<file path="src/hdl/cda_pkg.sv">
// ----------------------------------------------------------------------------
// cda_pkg - calendar date advance shared definitions
// Command codes, status codes, calendar constants and the microcode program
// that sequences the date datapath.
// ----------------------------------------------------------------------------
package cda_pkg;

  localparam int unsigned UPC_W = 4;
  typedef logic [UPC_W-1:0] upc_t;

  // Commands carried by a transaction
  typedef enum logic [1:0] {
    CMD_LOAD    = 2'd0,
    CMD_ADVANCE = 2'd1,
    CMD_COMPARE = 2'd2,
    CMD_UNUSED  = 2'd3
  } cmd_t;

  // Result status codes
  typedef enum logic [2:0] {
    ST_OK        = 3'd0,
    ST_BAD_MONTH = 3'd1,
    ST_BAD_YEAR  = 3'd2,
    ST_BAD_DAY   = 3'd3,
    ST_OVERFLOW  = 3'd4
  } status_t;

  // Calendar limits
  localparam logic [11:0] YEAR_MIN   = 12'd1900;
  localparam logic [11:0] YEAR_MAX   = 12'd2100;
  localparam logic [11:0] YEAR_RST   = 12'd1900;
  localparam logic [3:0]  MONTH_JAN  = 4'd1;
  localparam logic [3:0]  MONTH_FEB  = 4'd2;
  localparam logic [3:0]  MONTH_DEC  = 4'd12;
  localparam logic [4:0]  DAY_FIRST  = 5'd1;
  localparam logic [4:0]  DAY_LEAP   = 5'd29;
  localparam logic [4:0]  DAY_LAST   = 5'd31;

  // Reciprocal of 100 scaled by 2^19, exact floor for 12-bit years
  localparam logic [12:0] RECIP_100  = 13'd5243;
  localparam int unsigned RECIP_SH   = 19;
  localparam logic [6:0]  HUNDRED    = 7'd100;

  // Datapath actions
  typedef enum logic [2:0] {
    ACT_NOP      = 3'd0,
    ACT_CHK_MY   = 3'd1,  // check month and year, compute leap of argument year
    ACT_MLEN_ARG = 3'd2,  // month length of argument month
    ACT_LOAD     = 3'd3,  // check day, store date
    ACT_LEAP_CUR = 3'd4,  // leap flag of stored year
    ACT_MLEN_CUR = 3'd5,  // month length of stored month
    ACT_STEP     = 3'd6,  // advance one day
    ACT_CMP      = 3'd7   // compare stored date with argument
  } act_t;

  // Jump conditions
  typedef enum logic [2:0] {
    COND_NEVER   = 3'd0,
    COND_ALWAYS  = 3'd1,
    COND_BAD_MY  = 3'd2,
    COND_ADV_END = 3'd3,
    COND_STAY    = 3'd4,
    COND_FINISH  = 3'd5   // publish and leave the program
  } cond_t;

  typedef struct packed {
    act_t  act;
    cond_t cond;
    upc_t  target;
  } uword_t;

  // Program addresses
  localparam upc_t PC_LOAD0 = 4'd0;
  localparam upc_t PC_LOAD1 = 4'd1;
  localparam upc_t PC_LOAD2 = 4'd2;
  localparam upc_t PC_ADV0  = 4'd3;
  localparam upc_t PC_ADV1  = 4'd4;
  localparam upc_t PC_ADV2  = 4'd5;
  localparam upc_t PC_ADV3  = 4'd6;
  localparam upc_t PC_CMP0  = 4'd7;
  localparam upc_t PC_FIN   = 4'd8;

  function automatic uword_t ucode_rom(input upc_t pc);
    uword_t w;
    case (pc)
      PC_LOAD0: w = '{ACT_CHK_MY,   COND_BAD_MY,  PC_FIN};
      PC_LOAD1: w = '{ACT_MLEN_ARG, COND_NEVER,   PC_FIN};
      PC_LOAD2: w = '{ACT_LOAD,     COND_ALWAYS,  PC_FIN};
      PC_ADV0:  w = '{ACT_LEAP_CUR, COND_ADV_END, PC_FIN};
      PC_ADV1:  w = '{ACT_MLEN_CUR, COND_NEVER,   PC_FIN};
      PC_ADV2:  w = '{ACT_STEP,     COND_STAY,    PC_ADV2};
      PC_ADV3:  w = '{ACT_NOP,      COND_ALWAYS,  PC_ADV0};
      PC_CMP0:  w = '{ACT_CMP,      COND_ALWAYS,  PC_FIN};
      PC_FIN:   w = '{ACT_NOP,      COND_FINISH,  PC_FIN};
      default:  w = '{ACT_NOP,      COND_FINISH,  PC_FIN};
    endcase
    return w;
  endfunction

  // Leap year: divisible by 4 and not by 100, or divisible by 400
  function automatic logic is_leap(input logic [11:0] y);
    logic [24:0] prod;
    logic [5:0]  q;
    logic [11:0] q100;
    prod = 25'(y) * 25'(RECIP_100);
    q    = prod[RECIP_SH +: 6];
    q100 = 12'(q) * 12'(HUNDRED);
    return (y[1:0] == 2'b00) && ((y != q100) || (q[1:0] == 2'b00));
  endfunction

  // Days in month; zero for a code that is not a month
  function automatic logic [4:0] month_length(input logic [3:0] m, input logic leap);
    logic [4:0] d;
    case (m)
      4'd1, 4'd3, 4'd5, 4'd7, 4'd8, 4'd10, 4'd12: d = DAY_LAST;
      4'd4, 4'd6, 4'd9, 4'd11:                    d = 5'd30;
      MONTH_FEB:                                   d = leap ? DAY_LEAP : 5'd28;
      default:                                     d = 5'd0;
    endcase
    return d;
  endfunction

endpackage

</file>
<file path="src/hdl/calendar_date_advance_unit.sv">
// ----------------------------------------------------------------------------
// calendar_date_advance_unit - Gregorian date register with load/advance/compare
// Holds one date in 1900..2100 and answers one result per command transaction.
// ----------------------------------------------------------------------------
// One transaction at a time runs through a short microcode program that drives
// a small date datapath. Load checks month and year, looks up the month length,
// then checks the day and stores the date; a bad month or year skips straight
// to the final step. Compare sets the earlier flag, and the unused command goes
// straight to the final step. In advance the step unit moves one day per cycle
// and, at each month change, stops to refresh the leap flag and month length.
// Up to 65535 days may be requested. The result sits in an output register,
// so the next transaction is taken as soon as the program ends even while the
// previous result is stalled; a new result waits in the final step until the
// output register frees up. After reset the stored date is 1 January 1900.
module calendar_date_advance_unit (
  input  logic        clk,
  input  logic        rst_n,
  input  logic        in_valid,
  output logic        in_stall,
  input  logic [1:0]  in_command,
  input  logic [4:0]  in_day,
  input  logic [3:0]  in_month,
  input  logic [11:0] in_year,
  input  logic [15:0] in_day_count,
  output logic        out_valid,
  input  logic        out_stall,
  output logic [4:0]  out_day,
  output logic [3:0]  out_month,
  output logic [11:0] out_year,
  output logic [2:0]  out_status,
  output logic        out_is_earlier
);
  import cda_pkg::*;

  // Sequencer
  logic        busy_r, busy_nxt;
  upc_t        upc_r, upc_nxt;
  uword_t      uw;

  // Stored date
  logic [4:0]  cur_day_r, cur_day_nxt;
  logic [3:0]  cur_month_r, cur_month_nxt;
  logic [11:0] cur_year_r, cur_year_nxt;

  // Transaction arguments and working registers
  logic [4:0]  arg_day_r;
  logic [3:0]  arg_month_r;
  logic [11:0] arg_year_r;
  logic [15:0] cnt_r, cnt_nxt;
  logic        leap_r, leap_nxt;
  logic [4:0]  mlen_r, mlen_nxt;
  status_t     status_r, status_nxt;
  logic        earlier_r, earlier_nxt;

  // Output register
  logic        out_valid_r, out_valid_nxt;
  logic [4:0]  out_day_r;
  logic [3:0]  out_month_r;
  logic [11:0] out_year_r;
  logic [2:0]  out_status_r;
  logic        out_earlier_r;

  logic in_acc, pub_ok, pub, bad_month, bad_year, bad_day, day_inc, take_jump;

  assign in_stall = busy_r;
  assign in_acc   = in_valid && !busy_r;
  assign pub_ok   = !out_valid_r || !out_stall;

  assign uw = ucode_rom(upc_r);

  assign bad_month = (arg_month_r < MONTH_JAN) || (arg_month_r > MONTH_DEC);
  assign bad_year  = (arg_year_r < YEAR_MIN) || (arg_year_r > YEAR_MAX);
  assign bad_day   = (arg_day_r == 5'd0) || (arg_day_r > mlen_r);
  // A step that only bumps the day keeps the month length valid
  assign day_inc   = cur_day_r < mlen_r;

  // Evaluate the jump condition of the current control word
  always_comb begin
    case (uw.cond)
      COND_NEVER:   take_jump = 1'b0;
      COND_ALWAYS:  take_jump = 1'b1;
      COND_BAD_MY:  take_jump = bad_month || bad_year;
      COND_ADV_END: take_jump = (cnt_r == 16'd0) || (status_r == ST_OVERFLOW);
      COND_STAY:    take_jump = day_inc && (cnt_r != 16'd1);
      COND_FINISH:  take_jump = 1'b0;
      default:      take_jump = 1'b0;
    endcase
  end

  assign pub = busy_r && (uw.cond == COND_FINISH) && pub_ok;

  // Sequencing and datapath
  always_comb begin
    busy_nxt      = busy_r;
    upc_nxt       = upc_r;
    cur_day_nxt   = cur_day_r;
    cur_month_nxt = cur_month_r;
    cur_year_nxt  = cur_year_r;
    cnt_nxt       = cnt_r;
    leap_nxt      = leap_r;
    mlen_nxt      = mlen_r;
    status_nxt    = status_r;
    earlier_nxt   = earlier_r;
    out_valid_nxt = out_valid_r && out_stall;

    if (in_acc) begin
      // Start a transaction: clear results, dispatch on the command
      busy_nxt    = 1'b1;
      cnt_nxt     = in_day_count;
      status_nxt  = ST_OK;
      earlier_nxt = 1'b0;
      case (cmd_t'(in_command))
        CMD_LOAD:    upc_nxt = PC_LOAD0;
        CMD_ADVANCE: upc_nxt = PC_ADV0;
        CMD_COMPARE: upc_nxt = PC_CMP0;
        default:     upc_nxt = PC_FIN;
      endcase
    end else if (busy_r) begin
      case (uw.act)
        ACT_CHK_MY: begin
          if (bad_month) begin
            status_nxt = ST_BAD_MONTH;
          end else if (bad_year) begin
            status_nxt = ST_BAD_YEAR;
          end
          leap_nxt = is_leap(arg_year_r);
        end
        ACT_MLEN_ARG: begin
          mlen_nxt = month_length(arg_month_r, leap_r);
        end
        ACT_LOAD: begin
          if (bad_day) begin
            status_nxt = ST_BAD_DAY;
          end else begin
            cur_day_nxt   = arg_day_r;
            cur_month_nxt = arg_month_r;
            cur_year_nxt  = arg_year_r;
          end
        end
        ACT_LEAP_CUR: begin
          leap_nxt = is_leap(cur_year_r);
        end
        ACT_MLEN_CUR: begin
          mlen_nxt = month_length(cur_month_r, leap_r);
        end
        ACT_STEP: begin
          if (day_inc) begin
            cur_day_nxt = cur_day_r + 5'd1;
            cnt_nxt     = cnt_r - 16'd1;
          end else if (cur_month_r < MONTH_DEC) begin
            cur_day_nxt   = DAY_FIRST;
            cur_month_nxt = cur_month_r + 4'd1;
            cnt_nxt       = cnt_r - 16'd1;
          end else if (cur_year_r >= YEAR_MAX) begin
            // Saturate at the last day of the range
            status_nxt = ST_OVERFLOW;
          end else begin
            cur_day_nxt   = DAY_FIRST;
            cur_month_nxt = MONTH_JAN;
            cur_year_nxt  = cur_year_r + 12'd1;
            cnt_nxt       = cnt_r - 16'd1;
          end
        end
        ACT_CMP: begin
          earlier_nxt = (cur_year_r < arg_year_r) ||
                        ((cur_year_r == arg_year_r) && (cur_month_r < arg_month_r)) ||
                        ((cur_year_r == arg_year_r) && (cur_month_r == arg_month_r) &&
                         (cur_day_r < arg_day_r));
        end
        default: begin
        end
      endcase

      if (uw.cond == COND_FINISH) begin
        // Hold in the final step until the output register frees up
        if (pub_ok) begin
          busy_nxt      = 1'b0;
          out_valid_nxt = 1'b1;
        end
      end else if (take_jump) begin
        upc_nxt = uw.target;
      end else begin
        upc_nxt = upc_r + upc_t'(1);
      end
    end
  end

  // Control state
  always_ff @(posedge clk) begin
    if (!rst_n) begin
      busy_r      <= 1'b0;
      upc_r       <= PC_FIN;
      out_valid_r <= 1'b0;
      cur_day_r   <= DAY_FIRST;
      cur_month_r <= MONTH_JAN;
      cur_year_r  <= YEAR_RST;
      status_r    <= ST_OK;
    end else begin
      busy_r      <= busy_nxt;
      upc_r       <= upc_nxt;
      out_valid_r <= out_valid_nxt;
      cur_day_r   <= cur_day_nxt;
      cur_month_r <= cur_month_nxt;
      cur_year_r  <= cur_year_nxt;
      status_r    <= status_nxt;
    end
  end

  // Working and payload registers
  always_ff @(posedge clk) begin
    cnt_r     <= cnt_nxt;
    leap_r    <= leap_nxt;
    mlen_r    <= mlen_nxt;
    earlier_r <= earlier_nxt;
    if (in_acc) begin
      arg_day_r   <= in_day;
      arg_month_r <= in_month;
      arg_year_r  <= in_year;
    end
    if (pub) begin
      out_day_r     <= cur_day_r;
      out_month_r   <= cur_month_r;
      out_year_r    <= cur_year_r;
      out_status_r  <= status_r;
      out_earlier_r <= earlier_r;
    end
  end

  assign out_valid      = out_valid_r;
  assign out_day        = out_day_r;
  assign out_month      = out_month_r;
  assign out_year       = out_year_r;
  assign out_status     = out_status_r;
  assign out_is_earlier = out_earlier_r;

`ifndef SYNTHESIS
  // Stored date always stays a legal date inside the range
  a_date_range: assert property (@(posedge clk) disable iff (!rst_n)
    (cur_month_r >= MONTH_JAN) && (cur_month_r <= MONTH_DEC) &&
    (cur_year_r >= YEAR_MIN) && (cur_year_r <= YEAR_MAX) && (cur_day_r != 5'd0))
    else $error("stored date out of range");

  // Overflow only ever leaves the date at the last day of the range
  a_ovf_sat: assert property (@(posedge clk) disable iff (!rst_n)
    (busy_r && (status_r == ST_OVERFLOW)) |->
    ((cur_day_r == DAY_LAST) && (cur_month_r == MONTH_DEC) && (cur_year_r == YEAR_MAX)))
    else $error("overflow without saturated date");

  // The stored date moves only while a transaction runs
  a_date_hold: assert property (@(posedge clk) disable iff (!rst_n)
    (!busy_r && !in_acc) |=>
    ($stable(cur_day_r) && $stable(cur_month_r) && $stable(cur_year_r)))
    else $error("stored date changed while idle");

  // A compare flag is only reported with an ok status
  a_earlier_ok: assert property (@(posedge clk) disable iff (!rst_n)
    (out_valid_r && out_earlier_r) |-> (out_status_r == ST_OK))
    else $error("compare flag with error status");
`endif

endmodule
</file>
<file path="config.mk">
export PLATFORM = sky130hd
export DESIGN_NAME = calendar_date_advance_unit
export DESIGN_NICKNAME = d
export VERILOG_FILES = /design/src/hdl/cda_pkg.sv /design/src/hdl/calendar_date_advance_unit.sv
export SDC_FILE = /design/constraint.sdc
export NUM_CORES = 1
export LEC_CHECK = 0
export ABC_AREA = 1
export BUFFER_PORTS_ARGS = -buffer_cell sky130_fd_sc_hd__clkbuf_2
export CAP_MARGIN = 20
export CORE_MARGIN = 4
export CORE_UTILIZATION = 55
export CTS_CLUSTER_DIAMETER = 60
export DETAILED_ROUTE_END_ITERATION = 6
export GPL_TIMING_DRIVEN = 0
export PLACE_DENSITY = 0.7
export SYNTH_ARGS = -nofsm -noshare
export SYNTH_HDL_FRONTEND = slang
export SYNTH_SLANG_ARGS = --single-unit
</file>
<file path="constraint.sdc">
create_clock -name clk -period 22 [get_ports clk]
set_input_delay 4.4 -clock clk [delete_from_list [all_inputs] [get_ports clk]]
set_output_delay 4.4 -clock clk [all_outputs]
set_load 0.005 [all_outputs]
</file>
==> results.py <==
metrics = {
    "synth": {
        "avgSynthCellArea_um2": 8.51,
        "synthAdderAreaFrac_pct": 39.3,
        "yosysSeqAreaShare_pct": 22.0,
        "yosys.area_share.xor_xnor_pct": 4.14,
        "yosys_warnings": 0,
        "synth_compound_area_share_pct": 8.61,
        "synth_top_family_by_area": "adder cells",
        "netlist_area_um2": 12700,
        "synthMuxAreaShare_pct": 0,
        "synth_seq_cells": 107,
        "syn-num-nets": 1885,
        "synth_cell_types": 50,
        "syn_inst": 1496,
        "synth-simple-area-share_pct": 15.6,
    },
    "global_routing": {
        "grt_pass1_vias": 9767,
        "antenna_found_initial": 0,
        "grt_overflow": 0,
        "grt_max_degree": 31,
        "track_usage_pct": 21.9,
        "grt_first_pass_wirelength_mm": 46.5,
    },
    "floorplanning": {
        "dieWidth_um": 160,
        "core-area_um2": 22700,
        "row_count": 55,
        "die_h_um": 160,
        "ioPinCount": 70,
        "initial_core_util_pct": 56.1,
        "dieArea_um2": 25700,
    },
    "drt": {
        "vias": 9898,
        "wl_met2_mm": 13.2,
        "wl_mm": 27.6,
        "drtIter0Drc": 508,
        "dr.pass1.iters": 5,
        "dr_wl_met3_um": 996,
        "drc": 0,
        "ant_nets": 0,
        "highest_layer": "met4",
        "drt-wirelength-per-cell_um": 14.8,
        "wl_met1_mm": 12.8,
        "vias_per_cell": 5.30,
    },
    "cells_and_area": {
        "fin_nets": 1965,
        "final_cell_mix": "inv_1, ha_1, nand2_1",
        "drive_gt1_share_pct": 9.11,
        "area_delta_synth_final_pct": 8.08,
        "final_cells": 1866,
        "layout_commonest_cell": "inv_1",
        "diodes": 0,
    },
    "worst_hold_path": {
        "hold_depth": 0,
        "hp-start": "status_r[0]",
        "min-delay-path-class": "flip-flop to flip-flop",
    },
    "power": {
        "p_leak_nw": 7.23,
        "ir_drop_v": 0.0000957,
        "power_density_nw_per_um2": 109,
    },
    "sta": {
        "fin_crit_ns": 8.24,
        "whs_ns": 0.450,
        "rsz0062_at_grt": "false",
        "finalHoldViolCount": 0,
        "post-route-period-util_pct": 37.5,
        "tightest_slew_ns": 0.962,
        "setup_viol": 0,
        "clock.fmax_mhz": 121,
        "slew_violations": 0,
        "fin_worst_skew_ns": 0.00938,
        "setup_slack_ns": 13.76,
        "fin_setup_tns_ns": 0,
        "maxSlewHeadroom_pct": 35.8,
    },
    "setup_path": {
        "cp_common_cell": "nand2_1",
        "worstSetupStartpoint": "cur_year_r[6]",
        "cp_data_arrival_time_ns": 8.36,
        "r2r_cells": 38,
        "startpoint_type": "flip-flop",
        "crit_path_end_kind": "flip-flop",
        "crit_type": "flip-flop to flip-flop",
        "cpMaxStageDelayCell": "dfxtp_1",
        "path_max_fanout": 9,
        "reg2reg_from": "cur_year_r[6]",
        "cpPeakStageDelay_ns": 0.65,
        "cp.required_ns": 22.11,
    },
    "clocking": {
        "cts_sinks": 107,
        "postCtsHoldBufs": 0,
        "clkTransAtPathRegs_ns": 0.08,
        "htreeDepth": 3,
        "cts_buffer_depth": 2,
        "cts_tree": "done",
        "insertion_delay_ns": 0.35,
        "clock-root-buffer": "clkbuf_16",
        "numCtsBuffers": 9,
        "postCtsSetupBuffers": 0,
        "postCtsResizedCells": 0,
    },
    "placement": {
        "dp.cells": 1850,
        "place_hpwl_mm": 22.8,
        "post-place-ws_ns": 13.81,
        "gp_congestion": 0.870,
        "port_buffers": 69,
    },
    "run_status": {
        "outcome": "complete, no violations",
    },
    "run": {
        "cap_violations": 0,
    },
}
sequential cells by signal, summed over array words and instances (netlist names), 5 cells and up:
register / count
arg_year_r: 12
out_day: 5
cnt_r: 16
out_year: 12
arg_day_r: 5
uw: 10
cur_year_r: 12
cur_day_r: 5
final cells by class:
class                      instances  area [µm²]
fill                            1995        8940
multi-input combinational       1041        8630
sequential                       107        2800
inverter                         336        1260
tap                              285         357
timing repair buffer              69         345
clock buffer                       9         225
clock inverter                     7        87.6
buffer                            12        58.8
per-stage QoR:
stage	util, %	power (W)	cell area (µm²)
2_1_floorplan	-	0.00111	12700
3_3_place_gp	59.2	0.00130	13400
3_5_place_dp	59.2	0.00133	13500
4_1_cts	60.6	0.00151	13800
5_1_grt	60.6	0.00170	13800
6_report	60.6	0.00150	13800
worst paths after layout:
path	endpoint	slack, ns
max	leap_r	13.76
min	out_status[0]	0.45
max reg2reg	leap_r	13.76
min reg2reg	out_status[0]	0.45
cells in the mapped netlist, drive strengths merged:
| cell | count | area, µm² |
|---|---|---|
| nor2 | 105 | 442 |
| o21bai | 2 | 15.0 |
| a21o | 3 | 22.5 |
| o2111a | 2 | 22.5 |
| nand4 | 15 | 93.8 |
| o21ai | 77 | 397 |
| buf | 8 | 42.5 |
| nand3 | 61 | 335 |
| fa | 90 | 1800 |
| nand3b | 4 | 30.0 |
| nand2 | 233 | 932 |
| and2 | 1 | 6.26 |
| or2 | 6 | 40.0 |
| a22oi | 7 | 52.6 |
| xnor3 | 2 | 45.0 |
| edfxtp | 66 | 1980 |
| o211a | 1 | 10.0 |
| o21a | 1 | 7.51 |
| inv | 336 | 1260 |
| clkbuf | 4 | 15.0 |
| nor3 | 16 | 80.1 |
| o221ai | 1 | 8.76 |
| nor4 | 1 | 6.26 |
| o2111ai | 1 | 8.76 |
| nor3b | 2 | 20.0 |
| a31oi | 11 | 68.8 |
| o31ai | 1 | 7.51 |
| xnor2 | 24 | 210 |
| a211oi | 2 | 15.0 |
| ha | 256 | 3200 |
| o211ai | 7 | 52.6 |
| a21oi | 79 | 395 |
| dfxtp | 41 | 821 |
| o22ai | 2 | 12.5 |
| xor2 | 28 | 272 |
layer usage:
layer	GRT usage, %	vias up
met5	0	-
met4	5.48	0
met3	2.32	38
met2	37.1	199
met1	30.3	4670
li1	-	4991
where the power goes:
group	switching [W]	internal, W
combinational	0.000618	0.000457
sequential	0.0000170	0.000234
clock	0.0000809	0.0000907
total	0.000716	0.000782
worst max-delay path: cells and delay by family, from the launching register on:
family / cells / cell delay [ns]
adders and majority gates: 10 / 4.20
xor gates and xnor gates: 2 / 0.42
DFF: 1 / 0.65
buffers and inverters: 7 / 0.65
AOI/OAI and AO/OA: 4 / 0.64
and+or+nand+nor: 15 / 1.44
cell families (layout without fill, tap and decap cells):
logic type | after synthesis | after routing
compound gates | 197 | 197
xor+xnor | 54 | 54
fa+ha+maj | 346 | 346
buf+inv | 348 | 433
flops | 107 | 107
simple gates | 444 | 444
Note: power is estimated with default switching activity, not from simulation.
